**src/rtl/iepf_pkg.sv**
```systemverilog
`timescale 1ns / 1ps
// ----------------------------------------------------------------------------
// iepf_pkg
// Shared constants and types for the icmp echo parity packet filter.
// ----------------------------------------------------------------------------
package iepf_pkg;

  localparam logic [15:0] ETYPE_CTAG = 16'h8100;
  localparam logic [15:0] ETYPE_STAG = 16'h88A8;
  localparam logic [15:0] ETYPE_IPV6 = 16'h86DD;
  localparam logic [15:0] ETYPE_IPV4 = 16'h0800;

  localparam logic [7:0] PROTO_ICMPV4    = 8'd1;
  localparam logic [7:0] PROTO_ICMPV6    = 8'd58;
  localparam logic [7:0] ICMPV4_ECHO_REQ = 8'd8;
  localparam logic [7:0] ICMPV6_ECHO_REQ = 8'd128;

  localparam logic [1:0] MAX_TAGS = 2'd2;

  localparam logic [6:0] ETH_TYPE_HI_OFS = 7'd12;
  localparam logic [6:0] ETH_TYPE_LO_OFS = 7'd13;
  localparam logic [6:0] ETH_HDR_LEN     = 7'd14;
  localparam logic [6:0] TAG_LEN         = 7'd4;
  localparam logic [6:0] IPV6_HDR_LEN    = 7'd40;
  localparam logic [5:0] IPV4_MIN_LEN    = 6'd20;
  localparam logic [6:0] OFS_MAX         = 7'd127;

  localparam logic [1:0] ECHO_NONE = 2'd0;
  localparam logic [1:0] ECHO_IPV4 = 2'd1;
  localparam logic [1:0] ECHO_IPV6 = 2'd2;

  typedef struct packed {
    logic        drop;
    logic [1:0]  echo_kind;
    logic [15:0] echo_sequence;
  } verdict_t;

endpackage

```
**src/rtl/icmp_echo_parity_packet_filter.sv**
```systemverilog
`timescale 1ns / 1ps
// ----------------------------------------------------------------------------
// icmp_echo_parity_packet_filter
// Drops icmp/icmpv6 echo requests with an even sequence number.
// ----------------------------------------------------------------------------
// Frames enter one byte per beat with last_byte on the final byte. The block
// takes one byte every cycle while data_ready is high; each byte goes through
// one layer of header compares into the parser registers. The verdict for a
// frame appears in the result register on the cycle after its last byte is
// taken, and a new byte is accepted whenever that register is empty or being
// read in the same cycle. Headers walked: ethernet, up to two 802.1Q/802.1ad
// tags, ipv4 or ipv6, the 8-byte icmp header. Other or truncated frames pass.
module icmp_echo_parity_packet_filter (
  input  logic        clk,
  input  logic        rst,
  input  logic        data_valid,
  output logic        data_ready,
  input  logic [7:0]  data_byte,
  input  logic        last_byte,
  output logic        result_valid,
  input  logic        result_ready,
  output logic        drop,
  output logic [1:0]  echo_kind,
  output logic [15:0] echo_sequence
);

  iepf_pkg::verdict_t verdict;
  iepf_pkg::verdict_t result;
  logic               beat;

  assign data_ready = !result_valid || result_ready;
  assign beat       = data_valid && data_ready;

  iepf_parser u_parser (
    .clk       (clk),
    .rst       (rst),
    .beat      (beat),
    .data_byte (data_byte),
    .last_byte (last_byte),
    .verdict   (verdict)
  );

  always_ff @(posedge clk) begin
    if (rst) begin
      result_valid <= 1'b0;
    end else if (beat && last_byte) begin
      result_valid <= 1'b1;
    end else if (result_ready) begin
      result_valid <= 1'b0;
    end
  end

  always_ff @(posedge clk) begin
    if (beat && last_byte) begin
      result <= verdict;
    end
  end

  assign drop          = result.drop;
  assign echo_kind     = result.echo_kind;
  assign echo_sequence = result.echo_sequence;

`ifndef ASSERT_OFF
  a_last_gives_result: assert property (@(posedge clk) disable iff (rst)
    (data_valid && data_ready && last_byte) |=> result_valid)
    else $error("last beat did not produce a result");

  a_ready_when_empty: assert property (@(posedge clk) disable iff (rst)
    !result_valid |-> data_ready)
    else $error("input stalled with empty result register");

  a_drop_needs_echo: assert property (@(posedge clk) disable iff (rst)
    (result_valid && drop) |-> (echo_kind != iepf_pkg::ECHO_NONE && !echo_sequence[0]))
    else $error("drop without even echo request");

  a_no_echo_no_seq: assert property (@(posedge clk) disable iff (rst)
    (result_valid && echo_kind == iepf_pkg::ECHO_NONE) |-> (echo_sequence == 16'h0000))
    else $error("sequence reported without echo");

  a_kind_range: assert property (@(posedge clk) disable iff (rst)
    result_valid |-> (echo_kind != 2'd3))
    else $error("bad echo kind");
`endif

endmodule

```
**src/rtl/iepf_parser.sv**
```systemverilog
`timescale 1ns / 1ps
// ----------------------------------------------------------------------------
// iepf_parser
// Byte-wise header walker: ethernet, vlan tags, ipv4/ipv6, icmp header.
// ----------------------------------------------------------------------------
module iepf_parser (
  input  logic                clk,
  input  logic                rst,
  input  logic                beat,
  input  logic [7:0]          data_byte,
  input  logic                last_byte,
  output iepf_pkg::verdict_t  verdict
);

  typedef enum logic [3:0] {
    PH_ETH, PH_TAG, PH_IP4, PH_IP6, PH_ICMP4, PH_ICMP6, PH_DONE
  } phase_t;

  phase_t      parse_phase, parse_phase_next;
  logic [6:0]  byte_offset, byte_offset_next;
  logic [15:0] ether_type, ether_type_next;
  logic [1:0]  tag_count, tag_count_next;
  logic [6:0]  layer_start, layer_start_next;
  logic [5:0]  ipv4_header_len, ipv4_header_len_next;
  logic [7:0]  next_protocol, next_protocol_next;
  logic [7:0]  icmp_type_seen, icmp_type_seen_next;
  logic [15:0] sequence_seen, sequence_seen_next;
  logic [1:0]  echo_found, echo_found_next;
  logic [6:0]  rel;

  function automatic phase_t link_next(input logic [15:0] et, input logic [1:0] tags);
    phase_t ph;
    if ((et == iepf_pkg::ETYPE_CTAG || et == iepf_pkg::ETYPE_STAG)
        && tags < iepf_pkg::MAX_TAGS) begin
      ph = PH_TAG;
    end else if (et == iepf_pkg::ETYPE_IPV6) begin
      ph = PH_IP6;
    end else if (et == iepf_pkg::ETYPE_IPV4) begin
      ph = PH_IP4;
    end else begin
      ph = PH_DONE;
    end
    return ph;
  endfunction

  assign rel = byte_offset - layer_start;

  always_comb begin
    parse_phase_next     = parse_phase;
    ether_type_next      = ether_type;
    tag_count_next       = tag_count;
    layer_start_next     = layer_start;
    ipv4_header_len_next = ipv4_header_len;
    next_protocol_next   = next_protocol;
    icmp_type_seen_next  = icmp_type_seen;
    sequence_seen_next   = sequence_seen;
    echo_found_next      = echo_found;
    byte_offset_next     = (byte_offset < iepf_pkg::OFS_MAX) ? byte_offset + 7'd1 : byte_offset;

    unique case (parse_phase)
      PH_ETH: begin
        if (byte_offset == iepf_pkg::ETH_TYPE_HI_OFS) begin
          ether_type_next = {data_byte, 8'h00};
        end else if (byte_offset == iepf_pkg::ETH_TYPE_LO_OFS) begin
          ether_type_next  = {ether_type[15:8], data_byte};
          layer_start_next = iepf_pkg::ETH_HDR_LEN;
          parse_phase_next = link_next({ether_type[15:8], data_byte}, tag_count);
        end
      end
      PH_TAG: begin
        if (rel == 7'd2) begin
          next_protocol_next = data_byte;
        end else if (rel == 7'd3) begin
          ether_type_next    = {next_protocol, data_byte};
          next_protocol_next = 8'h00;
          tag_count_next     = tag_count + 2'd1;
          layer_start_next   = layer_start + iepf_pkg::TAG_LEN;
          parse_phase_next   = link_next({next_protocol, data_byte}, tag_count + 2'd1);
        end
      end
      PH_IP4: begin
        if (rel == 7'd0) begin
          ipv4_header_len_next = {data_byte[3:0], 2'b00};
          if ({data_byte[3:0], 2'b00} < iepf_pkg::IPV4_MIN_LEN) begin
            parse_phase_next = PH_DONE;
          end
        end else if (rel == 7'd9) begin
          next_protocol_next = data_byte;
        end
        if (parse_phase_next == PH_IP4 && rel >= 7'd19
            && ({1'b0, rel} + 8'd1) == {2'b00, ipv4_header_len_next}) begin
          if (next_protocol_next == iepf_pkg::PROTO_ICMPV4) begin
            layer_start_next = layer_start + {1'b0, ipv4_header_len_next};
            parse_phase_next = PH_ICMP4;
          end else begin
            parse_phase_next = PH_DONE;
          end
        end
      end
      PH_IP6: begin
        if (rel == 7'd6) begin
          next_protocol_next = data_byte;
        end else if (rel == 7'd39) begin
          if (next_protocol == iepf_pkg::PROTO_ICMPV6) begin
            layer_start_next = layer_start + iepf_pkg::IPV6_HDR_LEN;
            parse_phase_next = PH_ICMP6;
          end else begin
            parse_phase_next = PH_DONE;
          end
        end
      end
      PH_ICMP4, PH_ICMP6: begin
        if (rel == 7'd0) begin
          icmp_type_seen_next = data_byte;
        end else if (rel == 7'd6) begin
          sequence_seen_next = {data_byte, 8'h00};
        end else if (rel == 7'd7) begin
          sequence_seen_next = {sequence_seen[15:8], data_byte};
          if (parse_phase == PH_ICMP4 && icmp_type_seen == iepf_pkg::ICMPV4_ECHO_REQ) begin
            echo_found_next = iepf_pkg::ECHO_IPV4;
          end else if (parse_phase == PH_ICMP6
                       && icmp_type_seen == iepf_pkg::ICMPV6_ECHO_REQ) begin
            echo_found_next = iepf_pkg::ECHO_IPV6;
          end
          parse_phase_next = PH_DONE;
        end
      end
      default: begin
      end
    endcase
  end

  // verdict on the byte just taken, used only when it is the last one
  always_comb begin
    verdict.drop          = (echo_found_next != iepf_pkg::ECHO_NONE) && !sequence_seen_next[0];
    verdict.echo_kind     = echo_found_next;
    verdict.echo_sequence = (echo_found_next != iepf_pkg::ECHO_NONE) ? sequence_seen_next
                                                                       : 16'h0000;
  end

  always_ff @(posedge clk) begin
    if (rst || (beat && last_byte)) begin
      parse_phase     <= PH_ETH;
      byte_offset     <= '0;
      ether_type      <= '0;
      tag_count       <= '0;
      layer_start     <= '0;
      ipv4_header_len <= '0;
      next_protocol   <= '0;
      icmp_type_seen  <= '0;
      sequence_seen   <= '0;
      echo_found      <= iepf_pkg::ECHO_NONE;
    end else if (beat) begin
      parse_phase     <= parse_phase_next;
      byte_offset     <= byte_offset_next;
      ether_type      <= ether_type_next;
      tag_count       <= tag_count_next;
      layer_start     <= layer_start_next;
      ipv4_header_len <= ipv4_header_len_next;
      next_protocol   <= next_protocol_next;
      icmp_type_seen  <= icmp_type_seen_next;
      sequence_seen   <= sequence_seen_next;
      echo_found      <= echo_found_next;
    end
  end

endmodule
```
**config.mk**
```make
export PLATFORM = sky130hd
export DESIGN_NAME = icmp_echo_parity_packet_filter
export DESIGN_NICKNAME = d
export VERILOG_FILES = /design/src/rtl/iepf_pkg.sv /design/src/rtl/icmp_echo_parity_packet_filter.sv /design/src/rtl/iepf_parser.sv
export SDC_FILE = /design/constraint.sdc
export NUM_CORES = 1
export LEC_CHECK = 0
export BUFFER_PORTS_ARGS = -buffer_cell sky130_fd_sc_hd__buf_2
export CORE_MARGIN = 2
export CORE_UTILIZATION = 45
export CTS_CLUSTER_DIAMETER = 80
export DETAILED_ROUTE_END_ITERATION = 8
export PLACE_DENSITY_LB_ADDON = 0.3
export REMOVE_ABC_BUFFERS = 1
export SLEW_MARGIN = 20
export SYNTH_ARGS = -nofsm -noshare
export SYNTH_HDL_FRONTEND = slang
export SYNTH_HIERARCHICAL = 1
export SYNTH_SLANG_ARGS = --single-unit
```
**constraint.sdc**
```tcl
create_clock -name clk -period 8.53 [get_ports clk]
set_clock_uncertainty 0.2 [all_clocks]
set_input_delay 0.853 -clock clk [delete_from_list [all_inputs] [get_ports clk]]
set_output_delay 0.853 -clock clk [all_outputs]
set_load 0.005 [all_outputs]
```
Yosys cells after proc, flatten, opt, wreduce, memory -nomap -nowiden --
Index checks and enable logic that the tools add are counted.
Storage, ports and cells: logic and storage cells 159, flip-flop bits (word level) 88, input bits 13, output and inout bits 21
Operators by class: multiplexer cells 58, equality and inequality tests 42, bitwise logic cells 1, reductions and logical operators 32, $lt $le $gt $ge 5, add/sub/neg operators 7
Operator list (count):
- 16-bit == test (second input constant) | 6
- 16-bit two-way mux | 6
- 4-bit two-way mux | 17
- 8-bit two-way mux | 8
- 7-bit two-way mux | 9
- 16-bit by 12-bit == test with 1-bit output (second input constant) | 2
- 16-bit one-hot mux with 2 select lines | 1
- 7-bit one-hot mux with 4 select lines | 1
- 8-bit one-hot mux with 3 select lines | 1
- 11-bit AND reduction | 2
- 7-bit by 4-bit == test with 1-bit output (second input constant) | 3
- 4-bit one-hot mux with 5 select lines | 1
- 2-bit by 1-bit != test with 1-bit output (second input constant) | 9
- 2-bit two-way mux | 8
- 7-bit by 2-bit == test with 1-bit output (second input constant) | 2
- 7-bit by 3-bit == test with 1-bit output (second input constant) | 2
- 4-bit by 2-bit == test with 1-bit output (second input constant) | 3
- 6-bit two-way mux | 2
- 2-bit != test (second input constant) | 5
- 1-bit logical AND | 9
- 7-bit by 1-bit adder with 8-bit output (second input constant) | 1
- 4-bit by 3-bit == test with 1-bit output (second input constant) | 2
- 8-bit by 1-bit == test with 1-bit output (second input constant) | 1
- 8-bit by 4-bit == test with 1-bit output (second input constant) | 1
- 32 further kinds | 43

Longest topological paths before layout --
word-level depth 10, depth in mapped cells 19, gate-level depth less buffers 19

Cells and area by module --
The synthesis kept the hierarchy.
By module, submodules not included:
- iepf_parser | seq. area each 1361.3 um^2, area each 4804.6 um^2, cells an instance 633, instances 1
- icmp_echo_parity_packet_filter | seq. area each 590.6 um^2, area each 638.1 um^2, cells an instance 25, instances 1

Worst setup path before layout --
Ideal clock, no wire load.
path type reg-to-reg, from register u_parser.byte_offset[0], to register u_parser.layer_start[6], path slack 4.413 ns, setup time 0.078 ns, path buffers 0, arrival time 3.839 ns, cell stages (with the launch flop) 20, data required time 8.252 ns, period minus slack after synthesis 4.117 ns, cells stage by stage dfxtp_1 -> inv_1 -> ha_1 -> inv_1 -> fa_1 -> a211oi_2 -> o21ba_2 -> o211ai_1 -> o41ai_1 -> inv_1 -> ha_1 -> fa_1 -> a21o_1 -> a21o_1 -> a21o_1 -> a21oi_1 -> a21oi_1 -> nand2_1 -> a21oi_1 -> nor3_1
Between the ends: cells in the longest elaborated chain, start to end 9, elaborated cells on any way between the ends 36, those cells by class 3 x add/sub; 1 x order compare; 18 x eq/ne; 10 x mux; 4 x reduce/logical
Ends and longest elaborated chain:
- start: declaration | RTL line iepf_parser.sv:20 | logic [6:0] byte_offset, byte_offset_next;
- start signal: assignment | RTL line iepf_parser.sv:155 | byte_offset <= byte_offset_next;
- branches (longest 9 deep; another with 7-bit subtractor)
- end signal: assignment | RTL line iepf_parser.sv:158 | layer_start <= layer_start_next;
- end: declaration | RTL line iepf_parser.sv:23 | logic [6:0] layer_start, layer_start_next;
Parallel ways; which one is timed is not known. The select of a mux whose other input is x is not followed. A chain may end at the register's enable or synchronous reset.

Final worst setup path --
from register u_parser.byte_offset[0], to register u_parser.layer_start[5]
Same word-level chain as after synthesis.

==> metrics.log <==
INFO  metric cts_max_path_bufs = 2
INFO  metric grt_start_max_net_pins = 32
INFO  metric areaGrowthSynthToFinish = 9.86%
INFO  metric highest_fanout_seen_on_the_critical_path = 13
INFO  metric synthArstFlopShare = 0%
INFO  metric seqCellArea = between 1500 and 2000 sq um
INFO  metric synth_edf_count = 19
INFO  metric number_of_diodes_added_for_antenna_fixing = 0
INFO  metric crit_path_start_kind = register
INFO  metric core_area = approximately 12000 sq um
INFO  metric max-slew-margin-rel = about a third
INFO  metric post-route-cell-area = about 6000 sq um
INFO  metric drtIter0Drc = ~710
INFO  metric grt_usage = a little under a quarter
INFO  metric post_cts_hold_buffer_count = 0
INFO  metric max_cap_violations = 0
INFO  metric worst_reg2reg_path_startpoint = u_parser/byte_offset[0]$_SDFFE_PP0P_
INFO  metric cts_repair_resize_count = 0
INFO  metric setup.worst_path.end_class = register
INFO  metric num_rows = 40
INFO  metric yosys_warnings = 6
INFO  metric muxShareOfSynthArea = under 10%
INFO  metric detailed_place_hpwl = 10.3 mm
INFO  metric initial_utilization = between 40% and 50%
INFO  metric drc_errors = 0
INFO  metric cts.root.buffer_cell = sky130_fd_sc_hd__clkbuf_16
INFO  metric placed_cells = 805
INFO  metric leading_cell_types_in_the_layout_fill_and_taps_excluded = sky130_fd_sc_hd__nor2_1 (100), sky130_fd_sc_hd__dfxtp_1 (69), sky130_fd_sc_hd__nand2_1 (53)
INFO  metric met3_wirelength = about 1.1 mm
INFO  metric most_common_library_cell_in_the_layout_ignoring_fill_and_taps = sky130_fd_sc_hd__nor2_1
INFO  metric chipWidth = ~110 microns
INFO  metric drt-pass1-iter-count = 7
INFO  metric final.min_clock_period = ~4.9 ns
INFO  metric post_drt_via_cell_ratio = 6.23
INFO  metric syn_avg_cell_area = slightly above 8 sq um
INFO  metric clkSinkCount = 88
INFO  metric antenna_found_initial = 0
INFO  metric number_of_standard_cells_after_synthesis = about 660
INFO  metric power_per_unit_of_standard_cell_area = 150 nW/um^2
INFO  metric critPathCapture = u_parser/layer_start[5]$_SDFFE_PP0P_
INFO  metric setup-violations-final = 0
INFO  metric final-max-slew-violation-count = 0
INFO  metric postSynth.topFlopCell = sky130_fd_sc_hd__dfxtp_1
INFO  metric final_cells = roughly 800
INFO  metric top_level_ports = 34
INFO  metric via_total_after_detailed_routing = around 5000
INFO  metric synth_simple_gate_area_share = between 20% and 30%
INFO  metric holdCritPathClass = register to register
INFO  metric synth_compound_area_share = 19.8%
INFO  metric layout.filler_cells = 1144
INFO  metric grt_pass1_vias = approximately 4800
INFO  metric post_route_setup_tns = 0 ns
INFO  metric post-route-period-util = between 50% and 60%
INFO  metric gp_congestion = 0.896
INFO  metric criticalPathCategory = register to register
INFO  metric synth_top_family_by_area = simple AND/OR/NAND/NOR gates
INFO  metric dieHeight = about 110 microns
INFO  metric rsz0062_at_grt = false
INFO  metric worstReg2RegEnd = u_parser/layer_start[5]$_SDFFE_PP0P_
INFO  metric cts_tree = yes
INFO  metric crit_start = u_parser/byte_offset[0]$_SDFFE_PP0P_
INFO  metric whs = ~0.3 ns
INFO  metric route.layer.met1.wl = between 6 and 7 mm
INFO  metric ir_drop = approximately 0.081 mV
INFO  metric fmaxAchievable = slightly above 200 MHz
INFO  metric post_detailed_routing_wire_length = about 14 mm
INFO  metric crit_required = 8.53 ns
INFO  metric worst_pin_slew = ~1.0 ns
INFO  metric area_taken_by_multi_input_logic_gates = 3280 sq um
INFO  metric synthesis.area = about 5400 sq um
INFO  metric grt_pass1_wl = approximately 24 mm
INFO  metric cp_data_arrival_time = 4.86 ns
INFO  metric cts_post_setup_buffers_inserted = 0
INFO  metric yosys_register_bits = 88
INFO  metric clk-insertion-delay-late = 0.35 ns
INFO  metric wl_met2 = around 6.7 mm
INFO  metric final_net_count = approximately 710
INFO  metric globalRouteOverflowTotal = 0
INFO  metric routed.top_layer = met4
INFO  metric worstRegToRegCells = 18
INFO  metric synthAdderAreaFrac = under 10%
INFO  metric antenna_left = 0
INFO  metric share_of_final_layout_standard_cells_stronger_than_drive_strength_1 = roughly 12%
INFO  metric ys_types = between 70 and 80
INFO  metric yosysSeqAreaShare = roughly 36%
INFO  metric cts-buffers-inserted = 9
INFO  metric run_status = completed
INFO  metric fp.dieArea = around 13000 sq um
INFO  metric post_synth_xor_area_fraction = 3.79%
INFO  metric cts_htree_levels = 3
INFO  metric final-hold-violation-count = 0
INFO  metric portBuffers = 33
INFO  metric totalPowerFinal = 0.898 mW
INFO  metric cts.clk_slew.worst_paths = approximately 0.070 ns
INFO  metric pleak = about 2.3 nW
INFO  metric placed_cell_area = about 5700 sq um
INFO  metric routed_wire_length_per_instance = roughly 18 microns
INFO  metric timing.reg2reg.setup_slack = roughly 3.7 ns
==> cell families (layout without fill, tap and decap cells) <==
kind of cell | Yosys count | count (layout)
simple gates | 281 | 281
buf+inv | 56 | 72
compound gates | 158 | 158
flops | 88 | 88
fa+ha+maj | 24 | 24
mux | 29 | 29
xor+xnor | 22 | 22
==> cell usage after synthesis, drive strengths merged (12+ instances only) <==
cell type	count	share of area, %
mux2i	24	4.4
nor3	27	2.6
edfxtp	19	10
clkbuf	31	2.1
nor2	100	6.9
xnor2	12	1.9
nand3	32	3.0
ha	22	5.1
o21ai	26	2.4
nand2	54	3.8
inv	20	1.4
dfxtp	69	25
a21oi	51	4.7
==> how the worst min path moves through the flow <==
stage / to / start / cells past startpoint / slack [ns]
CTS: u_parser/sequence_seen[10]$_SDFFE_PP0P_ / u_parser/sequence_seen[10]$_SDFFE_PP0P_ / 2 / 0.29
floorplan: u_parser/ipv4_header_len[0]$_SDFFE_PP0P_ / u_parser/ipv4_header_len[0]$_SDFFE_PP0P_ / 1 / 0.25
finish: u_parser/icmp_type_seen[2]$_SDFFE_PP0P_ / u_parser/icmp_type_seen[2]$_SDFFE_PP0P_ / 2 / 0.30
global route: u_parser/ipv4_header_len[0]$_SDFFE_PP0P_ / u_parser/ipv4_header_len[0]$_SDFFE_PP0P_ / 1 / 0.32
detailed placement: u_parser/sequence_seen[2]$_SDFFE_PP0P_ / u_parser/sequence_seen[2]$_SDFFE_PP0P_ / 2 / 0.28
global placement: u_parser/sequence_seen[2]$_SDFFE_PP0P_ / u_parser/sequence_seen[2]$_SDFFE_PP0P_ / 2 / 0.27
==> layer usage <==
metal / up-vias / track usage [%]
met5: - / 0
met4: 0 / 10.1
met3: 42 / 4.41
met2: 262 / 36.9
met1: 2383 / 29.1
li1: 2428 / -
==> per-stage QoR <==
| stage | util [%] | worst slack [ns] |
|---|---|---|
| 2_1_floorplan | - | 4.22 |
| 3_3_place_gp | 47.7 | 3.84 |
| 3_5_place_dp | 47.7 | 3.61 |
| 4_1_cts | 50.2 | 3.59 |
| 5_1_grt | 50.2 | 3.41 |
| 6_report | 50.2 | 3.67 |
==> flip-flops by register name, indices dropped and copies added (netlist names), 4 cells and up <==
name                      count
u_parser/ether_type           8
u_parser/ipv4_header_len      6
u_parser/layer_start          7
u_parser/sequence_seen       16
echo_sequence                16
u_parser/next_protocol        8
u_parser/byte_offset          7
u_parser/parse_phase          4
u_parser/icmp_type_seen       8
==> worst max-delay path, stage by stage (launching register included) <==
cell                       delay (ns)
sky130_fd_sc_hd__dfxtp_1         0.34
sky130_fd_sc_hd__inv_1           0.16
sky130_fd_sc_hd__ha_1            0.19
sky130_fd_sc_hd__inv_1           0.05
sky130_fd_sc_hd__fa_1            0.44
sky130_fd_sc_hd__a211oi_2        0.35
sky130_fd_sc_hd__o21ba_2         0.23
sky130_fd_sc_hd__o211ai_1        0.18
sky130_fd_sc_hd__nor4_4          0.65
sky130_fd_sc_hd__mux2_2          0.45
sky130_fd_sc_hd__ha_1            0.34
sky130_fd_sc_hd__a21oi_1         0.15
sky130_fd_sc_hd__nand2_1         0.10
sky130_fd_sc_hd__a21o_1          0.18
sky130_fd_sc_hd__a21oi_1         0.19
sky130_fd_sc_hd__xor2_1          0.20
sky130_fd_sc_hd__o22ai_1         0.10
sky130_fd_sc_hd__o21ai_0         0.09
sky130_fd_sc_hd__a21oi_1         0.08
==> final cells by class <==
type                    count  share of cell area [%]
inverters                  20                    1.26
multi-input cells         514                    54.9
repair buffers             36                    3.14
clock inverters             7                    1.19
well taps                 147                    3.08
flip-flops and latches     88                    32.6
clock buffers               9                    3.77
==> report_power, final <==
group | total [mW] | switching (mW) | internal, mW
combinational | 0.0739 | 0.0494 | 0.0245
clock | 0.394 | 0.188 | 0.206
sequential | 0.430 | 0.00160 | 0.428
total | 0.898 | 0.239 | 0.659
Power figures use the tool's default switching activity.
